`src/design/mtt_pkg.sv`:
```
// ----------------------------------------------------------------------------
// mtt_pkg: shared types and codes of the timer table
// Entry layout, operation and result codes, and the structs that pass
// between the sequencer and the entry unit.
// ----------------------------------------------------------------------------
`default_nettype none

package mtt_pkg;

  // Operation codes of an input item
  typedef enum logic [1:0] {
    OP_ADD   = 2'd0,
    OP_CLEAR = 2'd1,
    OP_DROP  = 2'd2,
    OP_TICK  = 2'd3
  } op_t;

  // Timer modes; the fourth code marks a disposed entry
  localparam logic [1:0] MODE_SINGLE = 2'd0;
  localparam logic [1:0] MODE_CHAIN  = 2'd1;
  localparam logic [1:0] MODE_REPEAT = 2'd2;
  localparam logic [1:0] MODE_GONE   = 2'd3;

  // Result kinds
  typedef enum logic [2:0] {
    KIND_DONE   = 3'd0,
    KIND_FULL   = 3'd1,
    KIND_WAIT   = 3'd2,
    KIND_CHAIN  = 3'd3,
    KIND_REPEAT = 3'd4,
    KIND_NONE   = 3'd5
  } kind_t;

  // Sequencer states
  typedef enum logic [1:0] {
    ST_IDLE,
    ST_WALK,
    ST_FINISH
  } state_t;

  // One table entry
  typedef struct packed {
    logic [15:0] key;
    logic [1:0]  mode;
    logic [15:0] period;
    logic [15:0] remaining;
    logic [15:0] user_tag;
    logic [7:0]  owner_tag;
    logic [7:0]  chain_target;
  } entry_t;

  // One result item
  typedef struct packed {
    kind_t       kind;
    logic [15:0] key;
    logic [15:0] user_tag;
    logic [7:0]  chain_target;
    logic        last;
  } res_t;

  // Operation context handed to the entry unit
  typedef struct packed {
    op_t         op;
    logic [15:0] key;
    logic [1:0]  mode;
    logic [7:0]  owner_tag;
    logic        found;
  } ctrl_t;

  // Verdict of the entry unit on one entry
  typedef struct packed {
    logic keep;
    logic hit;
    logic fire;
    res_t res;
  } verdict_t;

endpackage

`default_nettype wire

```
`src/design/mtt_entry_alu.sv`:
```
// ----------------------------------------------------------------------------
// mtt_entry_alu: shared per-entry unit
// Matches, counts down and judges one entry per cycle for every operation:
// whether it stays in the table, its new contents and any firing result.
// ----------------------------------------------------------------------------
`default_nettype none

module mtt_entry_alu (
  input  wire mtt_pkg::entry_t   entry_in,
  input  wire mtt_pkg::ctrl_t    ctrl,
  output mtt_pkg::entry_t        entry_out,
  output mtt_pkg::verdict_t      verdict
);
  import mtt_pkg::*;

  logic        gone;
  logic [15:0] dec;

  assign gone = (entry_in.mode == MODE_GONE);
  assign dec  = entry_in.remaining - 16'd1;

  always_comb begin
    entry_out        = entry_in;
    verdict.keep     = 1'b1;
    verdict.hit      = 1'b0;
    verdict.fire     = 1'b0;
    verdict.res      = '0;
    verdict.res.kind = KIND_DONE;
    case (ctrl.op)
      // Mark the first entry with this key and mode as disposed
      OP_ADD, OP_CLEAR: begin
        if (!ctrl.found && entry_in.key == ctrl.key && entry_in.mode == ctrl.mode) begin
          verdict.hit    = 1'b1;
          entry_out.mode = MODE_GONE;
        end
      end
      // Drop every entry of this owner
      OP_DROP: begin
        verdict.keep = (entry_in.owner_tag != ctrl.owner_tag);
      end
      // Count down live entries; at zero fire, reload repeats, drop the rest
      OP_TICK: begin
        if (gone) begin
          verdict.keep = 1'b0;
        end else if (dec == 16'd0) begin
          verdict.fire        = 1'b1;
          entry_out.remaining = entry_in.period;
          verdict.res.key     = entry_in.key;
          case (entry_in.mode)
            MODE_SINGLE: begin
              verdict.keep         = 1'b0;
              verdict.res.kind     = KIND_WAIT;
              verdict.res.user_tag = entry_in.user_tag;
            end
            MODE_CHAIN: begin
              verdict.keep             = 1'b0;
              verdict.res.kind         = KIND_CHAIN;
              verdict.res.chain_target = entry_in.chain_target;
            end
            default: begin
              verdict.res.kind     = KIND_REPEAT;
              verdict.res.user_tag = entry_in.user_tag;
            end
          endcase
        end else begin
          entry_out.remaining = dec;
        end
      end
      default: begin
        verdict.keep = 1'b1;
      end
    endcase
  end

endmodule

`default_nettype wire

```
`config.mk`:
```
export PLATFORM = sky130hd
export DESIGN_NAME = mtt_entry_alu
export DESIGN_NICKNAME = d
export VERILOG_FILES = /design/src/design/mtt_pkg.sv /design/src/design/mtt_entry_alu.sv
export SDC_FILE = /design/constraint.sdc
export NUM_CORES = 1
export LEC_CHECK = 0
export BUFFER_PORTS_ARGS = -buffer_cell sky130_fd_sc_hd__buf_4
export CORE_AREA = 2 2 92 94
export DETAILED_ROUTE_END_ITERATION = 16
export DIE_AREA = 0 0 94 96
export GPL_ROUTABILITY_DRIVEN = 0
export GPL_TIMING_DRIVEN = 0
export PLACE_DENSITY = 0.71
export REMOVE_ABC_BUFFERS = 1
export SLEW_MARGIN = 0
export SYNTH_ARGS = -nofsm -noshare
export SYNTH_HDL_FRONTEND = slang
export SYNTH_SLANG_ARGS = --single-unit
export TNS_END_PERCENT = 30
```
`constraint.sdc`:
```
create_clock -name vclk -period 6.4
set_input_delay 0.64 -clock vclk [all_inputs]
set_output_delay 0.64 -clock vclk [all_outputs]
set_load 0.005 [all_outputs]
```
==> results of run 1 <==
final timing paths:
path / startpoint / end / slack (ns) / depth (start not counted)
max: entry_in[33] / entry_out[46] / 1.74 / 10
min: entry_in[5] / entry_out[5] / 1.45 / 2
area by class of cell:
| class | instances | area [um2] |
|---|---|---|
| Fill cell | 836 | 4830 |
| Tap cell | 105 | 131 |
| Multi-Input combinational cell | 183 | 1280 |
| Timing Repair Buffer | 239 | 1790 |
| Inverter | 4 | 15.0 |
synthesized netlist by cell type, types with 2 or more instances:
cell type   n
nor4_1      7
a22oi_1     2
buf_2       5
a41oi_1     6
mux2i_1     5
a21o_1      4
buf_4      67
xor2_1     10
and3_1      4
nor3b_1     3
inv_1       4
nor2b_1     4
clkbuf_1    5
nand4_1    12
nor3_1      8
and2_1     42
nand2b_1    3
nand2_1    10
xnor2_1    21
ha_1        2
a21oi_1     8
nor2_1      8
metrics by stage:
step	hold slack [ns]	worst slack, ns	cells
2_1_floorplan	1.28	2.85	187
6_report	1.45	1.74	531
3_5_place_dp	1.45	1.76	531
3_3_place_gp	1.45	1.79	531
5_1_grt	1.46	1.58	531
4_1_cts	1.45	1.73	531
routing by layer:
metal,GRT usage,vias to the layer above,wire (um)
li1,-,1183,-
met1,0.172,1114,2830
met2,0.317,146,4410
met3,0.0133,4,634
met4,0.0157,0,74
met5,0,-,0
cells by family after synthesis:
group	after synthesis	synth area share
and+or+nand+nor	111	0.364
buffers and inverters	81	0.305
AOI/OAI and AO/OA	33	0.141
xor gates and xnor gates	31	0.147
muxes	5	0.0272
adders and majority gates	2	0.0136
other	1	0.00203
report_power, final:
part           switching (mW)  internal [mW]  leakage [nW]  total [mW]
Clock                       0              0             0           0
Combinational          0.0636         0.0972          1.63       0.161
Sequential                  0              0             0           0
Total                  0.0636         0.0972          1.63       0.161
==> results.toml, run 1 <==
[critical_path]
cp_top_family = "simple AND/OR/NAND/NOR gates"
cp_num_buf_inv = 3
worst-path-max-fanout = 22
cpMostUsedCell = "buf_4"
cp_cell_sequence = "buf_4, inv_1, ha_1, nor3b_1, nand4_1, xor2_1, and2_0, and3_1, a221o_1, buf_4"
crit_slowest_cell = "and2_0"
slowest_delay_ns = 0.71
required_ns = 5.76
path_class = "in -> out"
endpoint_kind = "primary output"
startpoint_type = "input pin"
arrival_ns = 4.02

[pwr]
power_uw = 161
leakagePower_nw = 1.63
vdd.ir_drop.worst_mv = 0.0225
p_per_area_nw_per_um2 = 49.9

[flow_run]
max_cap_violations = 0

[finish]
layout_common_cells = "buf_4 (239), and2_1 (42), xnor2_1 (21)"
diodes = 0
drive_above_1_share = 0.566
nets = 541
regArea_um2 = 0
final_area_um2 = 3220
area_growth_pct = 74.8
final_util = 0.400
seq_cell_count = 0
clkbuf_count = 0
final_common_cell = "buf_4"

[place]
portBuffers = 239
dpl_cell_area_um2 = 3220
hpwl_mm = 7.05

[sta]
finalCritPeriodShare = 0.729
finalHoldViolations = 0
fin_tns_setup_ns = 0
period_needed_ns = 4.66
setup_viol = 0
worst_pin_slew_ns = 1.11
fmax_mhz = 214
rsz0062_at_grt = "false"
drv_slew = 0
max_slew_margin = 0.259

[yosys]
yosysTopAreaCell = "buf_4"
yosys-top-cells-area = "buf_4 (27%), and2_1 (14%), xnor2_1 (10%), xor2_1 (4.8%), nand4_1 (4.1%)"
synth.avg_cell_area_um2 = 6.98
synthCells = 264
synth.distinct_cells = 46
ys_seq_area_frac = 0
synth_top_area_share = 0.273
ys_warn_count = 0
syn-cell-area_um2 = 1840

[die]
die_y_um = 96
num_io_pins = 240
rows = 33
fp.dieArea_um2 = 9020
core_area_um2 = 8050
dieWidth_um = 94
start_util = 0.229

[global_route]
grt_max_degree = 23
track_usage = 0.153
antenna_found_initial = 0
grt_pass1_vias = 2200
grt_pass1_wl_mm = 11.1
globalRouteOverflowTotal = 0

[route]
vias = 2447
ant_nets = 0
wl_mm = 7.95
wl_per_cell_um = 15.0
drtIter0Drc = 42
post-route-drc-count = 0
via_per_inst = 4.61
dr.pass1.iters = 4

[clocking]
postCtsHoldBufs = 0
post_cts_resized = 0
postCtsSetupBuffers = 0

[run_status]
outcome = "complete, no violations"

[worst_hold_path]
min_path_type = "in -> out"
No activity file was read; power rests on OpenSTA's default activity.
==> run 2, diff against run 1 <==
--- a/config.mk
+++ b/config.mk
@@ -11,7 +11,7 @@
 export DIE_AREA = 0 0 94 96
 export GPL_ROUTABILITY_DRIVEN = 0
 export GPL_TIMING_DRIVEN = 0
-export PLACE_DENSITY = 0.71
+export PLACE_DENSITY = 0.73
 export REMOVE_ABC_BUFFERS = 1
 export SLEW_MARGIN = 0
 export SYNTH_ARGS = -nofsm -noshare
==> constraint.sdc (replaced) <==
create_clock -name vclk -period 4
set_input_delay 0.4 -clock vclk [all_inputs]
set_output_delay 0.4 -clock vclk [all_outputs]
set_load 0.005 [all_outputs]
==> run 2 against run 1 <==
Effect of this change: clock-buffer cell count unchanged; combinational power grew 60%; first-iteration DRC count decreased by 12%; critical path type unchanged; final area up 1.0%; largest power group unchanged; hold slack got worse by 0.48 ns; final cell count is 0.75% higher; non-clock buffer count rose by 4; die area is the same.
==> results.toml, run 2 (same netlist as run 1, synthesis figures left out) <==
[run_status]
outcome = "complete, no violations"

[finish]
fin_cells = 535
final_area_um2 = 3250
diodes = 0
layout_common_cells = "buf_4 (243), and2_1 (42), xnor2_1 (21)"
clkbuf_count = 0
final_common_cell = "buf_4"
fillers = 846
nets = 545
drive_above_1_share = 0.574
regArea_um2 = 0
area_growth_pct = 76.6
multi_input_area_um2 = 1280
seq_cell_count = 0
final_util = 0.404

[critical_path]
endpoint_kind = "primary output"
arrival_ns = 3.20
startpoint_type = "input pin"
worst-path-max-fanout = 22
path_class = "in -> out"
required_ns = 3.60

[worst_hold_path]
hp-start = "entry_in[21]"
min_path_type = "in -> out"
holdPathEnd = "entry_out[21]"
whs_path_depth = 2

[pwr]
leakagePower_nw = 1.65
vdd.ir_drop.worst_mv = 0.0467
power_uw = 257
p_per_area_nw_per_um2 = 79.0

[sta]
worst_pin_slew_ns = 1.23
period_needed_ns = 3.60
finalHoldViolations = 0
fin_tns_setup_ns = 0
drv_slew = 0
max_slew_margin = 0.182
fmax_mhz = 278
hold_ws_ns = 0.974
finalCritPeriodShare = 0.900
setup_viol = 0
rsz0062_at_grt = "false"
layout_setup_ws_ns = 0.400

[die]
dieWidth_um = 94
core_area_um2 = 8050
fp.dieArea_um2 = 9020
num_io_pins = 240
die_y_um = 96
rows = 33
start_util = 0.229

[route]
vias = 2413
wl_per_cell_um = 15.0
via_per_inst = 4.51
post-route-drc-count = 0
ant_nets = 0
dr.pass1.iters = 4
drtIter0Drc = 37
wl_mm = 8.04

[global_route]
grt_pass1_vias = 2236
grt_pass1_wl_mm = 11.2
grtUsageMet3 = 0.0125
antenna_found_initial = 0
busiest_layer = "met2"
met2_usage = 0.302
track_usage = 0.154
grt_max_degree = 23
globalRouteOverflowTotal = 0
use_met1 = 0.190

[flow_run]
max_cap_violations = 0

[place]
portBuffers = 239
dpl_cell_area_um2 = 3220
hpwl_mm = 7.01
dp.cells = 531
place_ws_ns = -0.187
==> run 2: cell count changes in the layout (fill, tap and decap cells not counted) <==
cell / change
buf_4: +4
and2_0: -1
and2_2: +1
and3_1: -1
and3_2: +1
==> run 2: critical path, cell delays in order <==
cell and delay (ns):
buf_4 0.13, inv_1 0.09, ha_1 0.27, nor3b_1 0.56, nand4_1 0.18, xor2_1 0.31, and2_2 0.42, and3_2 0.49
and2_1 0.22, buf_4 0.12
==> run 2: layer usage <==
metal,vias to the layer above,share of wire
met2,114,0.55
met1,1113,0.38
met5,-,0
met4,0,0.0065
li1,1182,-
met3,4,0.064
==> run 2: layout make-up <==
type,count,share of cell area
repair buffers,243,0.561
multi-input cells,183,0.394
well taps,105,0.0404
inverters,4,0.00461
==> run 2: power by group <==
group	switching, mW	internal (mW)	total (mW)	leakage (nW)
combinational	0.101	0.156	0.257	1.65
sequential	0	0	0	0
clock	0	0	0	0
total	0.101	0.156	0.257	1.65
==> run 2: how the worst max path moves through the flow <==
stage	start	end	slack (ns)	cells past startpoint
2_1_floorplan	entry_in[33]	entry_out[46]	0.93	8
3_3_place_gp	entry_in[33]	verdict[27]	-0.16	10
3_5_place_dp	entry_in[33]	entry_out[46]	-0.19	10
4_1_cts	entry_in[33]	verdict[27]	0.04	10
5_1_grt	entry_in[33]	verdict[27]	0.14	10
6_report	entry_in[33]	verdict[27]	0.40	10
==> run 2: timing repair <==
item | 4_1_cts | 5_1_grt
setup buffers | 0 | 4
pin swaps | 0 | 1
endpoints found under the setup margin | 22 | 46
hold buffers | 0 | 0
endpoints found under the hold margin | 0 | 0
gates resized for setup | 1 | 2
==> run 3, diff against run 2 <==
--- a/config.mk
+++ b/config.mk
@@ -11,8 +11,9 @@
 export DIE_AREA = 0 0 94 96
 export GPL_ROUTABILITY_DRIVEN = 0
 export GPL_TIMING_DRIVEN = 0
-export PLACE_DENSITY = 0.73
+export PLACE_DENSITY = 0.71
 export REMOVE_ABC_BUFFERS = 1
+export SKIP_LAST_GASP = 1
 export SLEW_MARGIN = 0
 export SYNTH_ARGS = -nofsm -noshare
 export SYNTH_HDL_FRONTEND = slang
==> constraint.sdc (replaced) <==
create_clock -name vclk -period 3.75
set_input_delay 0.375 -clock vclk [all_inputs]
set_output_delay 0.375 -clock vclk [all_outputs]
set_load 0.005 [all_outputs]
==> run 3 against run 2 <==
Effect of this change: total power up 7.0%; clock-buffer cell count is the same; first-iteration DRC count is 41% higher; largest cell class unchanged; utilization is essentially flat; hold slack lost 0.050 ns; final area is 0.12% lower; critical path depth unchanged; setup slack worse by 0.16 ns; routed wire length decreased by 0.73%; final cell count down 0.19%.
==> results.toml, run 3 (same netlist as run 1, synthesis figures left out) <==
[die]
rows = 33
num_io_pins = 240
dieWidth_um = 94
core_area_um2 = 8050
fp.dieArea_um2 = 9020
die_y_um = 96
start_util = 0.229

[route]
wl_met1_mm = 2.87
wl_met3_um = 612
via_per_inst = 4.56
wl_mm = 7.98
drtIter0Drc = 52
top_layer = "met4"
vias = 2437
wl_per_cell_um = 14.9
routed-wl-met2_mm = 4.42
post-route-drc-count = 0
ant_nets = 0
dr.pass1.iters = 4

[pwr]
vdd.ir_drop.worst_mv = 0.0383
leakagePower_nw = 1.65
p_per_area_nw_per_um2 = 84.6
power_uw = 275

[finish]
layout_common_cells = "buf_4 (242), and2_1 (43), xnor2_1 (21)"
clkbuf_count = 0
fin_cells = 534
final_util = 0.404
final_common_cell = "buf_4"
nets = 544
seq_cell_count = 0
area_growth_pct = 76.4
regArea_um2 = 0
diodes = 0
drive_above_1_share = 0.573

[flow_run]
max_cap_violations = 0

[sta]
layout_setup_ws_ns = 0.239
finalCritPeriodShare = 0.936
fmax_mhz = 285
worst_pin_slew_ns = 1.10
max_slew_margin = 0.270
rsz0062_at_grt = "false"
finalHoldViolations = 0
setup_viol = 0
period_needed_ns = 3.51
drv_slew = 0

[global_route]
grt_pass1_vias = 2200
globalRouteOverflowTotal = 0
antenna_found_initial = 0
track_usage = 0.153
grt_max_degree = 23
grt_pass1_wl_mm = 11.1

[run_status]
outcome = "complete, no violations"

[critical_path]
arrival_ns = 3.14
worst-path-max-fanout = 22
startpoint_type = "input pin"
endpoint_kind = "primary output"
required_ns = 3.38
path_class = "in -> out"

[worst_hold_path]
hp-start = "entry_in[5]"
whs_path_depth = 2
min_path_type = "in -> out"
holdPathEnd = "entry_out[5]"

[clocking]
postCtsHoldBufs = 0

[place]
portBuffers = 239
dp.cells = 531
place_ws_ns = -0.358
hpwl_mm = 7.05
[run 3: cell types whose count changed in the layout (fill, tap and decap cells not counted)]
cell,previous run,this run
and2_1,42,43
and2_2,1,0
buf_4,243,242
nor3b_1,3,2
nor3b_2,0,1
[run 3: repair_timing]
item,in CTS,in global routing
setup buffers,0,3
setup endpoints to repair,46,46
hold endpoints to repair,0,0
pin swaps,0,1
resized for setup,2,1
[run 3: cell type report]
class / instances / area [um2]
Fill cell: 834 / 4800
Timing Repair Buffer: 242 / 1820
Multi-Input combinational cell: 183 / 1290
Tap cell: 105 / 131
Inverter: 4 / 15.0
[run 3: critical path, stage by stage]
cell,delay (ns)
buf_4,0.13
inv_1,0.09
ha_1,0.27
nor3b_2,0.40
nand4_1,0.16
xor2_1,0.33
and2_1,0.55
and3_2,0.51
a221o_1,0.21
buf_4,0.11
[run 3: worst max-delay path by stage]
stage / start / endpoint / slack (ns) / depth (start not counted)
global route: entry_in[42] / entry_out[46] / 0.11 / 8
floorplan: entry_in[33] / entry_out[46] / 0.73 / 8
global placement: entry_in[33] / entry_out[46] / -0.33 / 10
CTS: entry_in[42] / entry_out[46] / 0.002 / 8
finish: entry_in[33] / entry_out[46] / 0.24 / 10
detailed placement: entry_in[33] / entry_out[46] / -0.36 / 10
[run 3: metrics by stage]
step           hold WS, ns  instance area [um2]  setup TNS (ns)
2_1_floorplan        0.750                 1300               0
3_3_place_gp         0.923                 3220           -6.18
3_5_place_dp         0.925                 3220           -7.52
4_1_cts              0.925                 3220               0
5_1_grt              0.930                 3250               0
6_report             0.924                 3250               0
[run 3: report_power, final]
part | internal [mW] | switching [mW] | total, mW
clock network | 0 | 0 | 0
logic | 0.166 | 0.109 | 0.275
registers | 0 | 0 | 0
total | 0.166 | 0.109 | 0.275
[run 3: routing by layer]
metal | vias up | track usage
li1 | 1187 | -
met1 | 1110 | 0.172
met2 | 136 | 0.317
met3 | 4 | 0.0133
met4 | 0 | 0.0157
met5 | - | 0
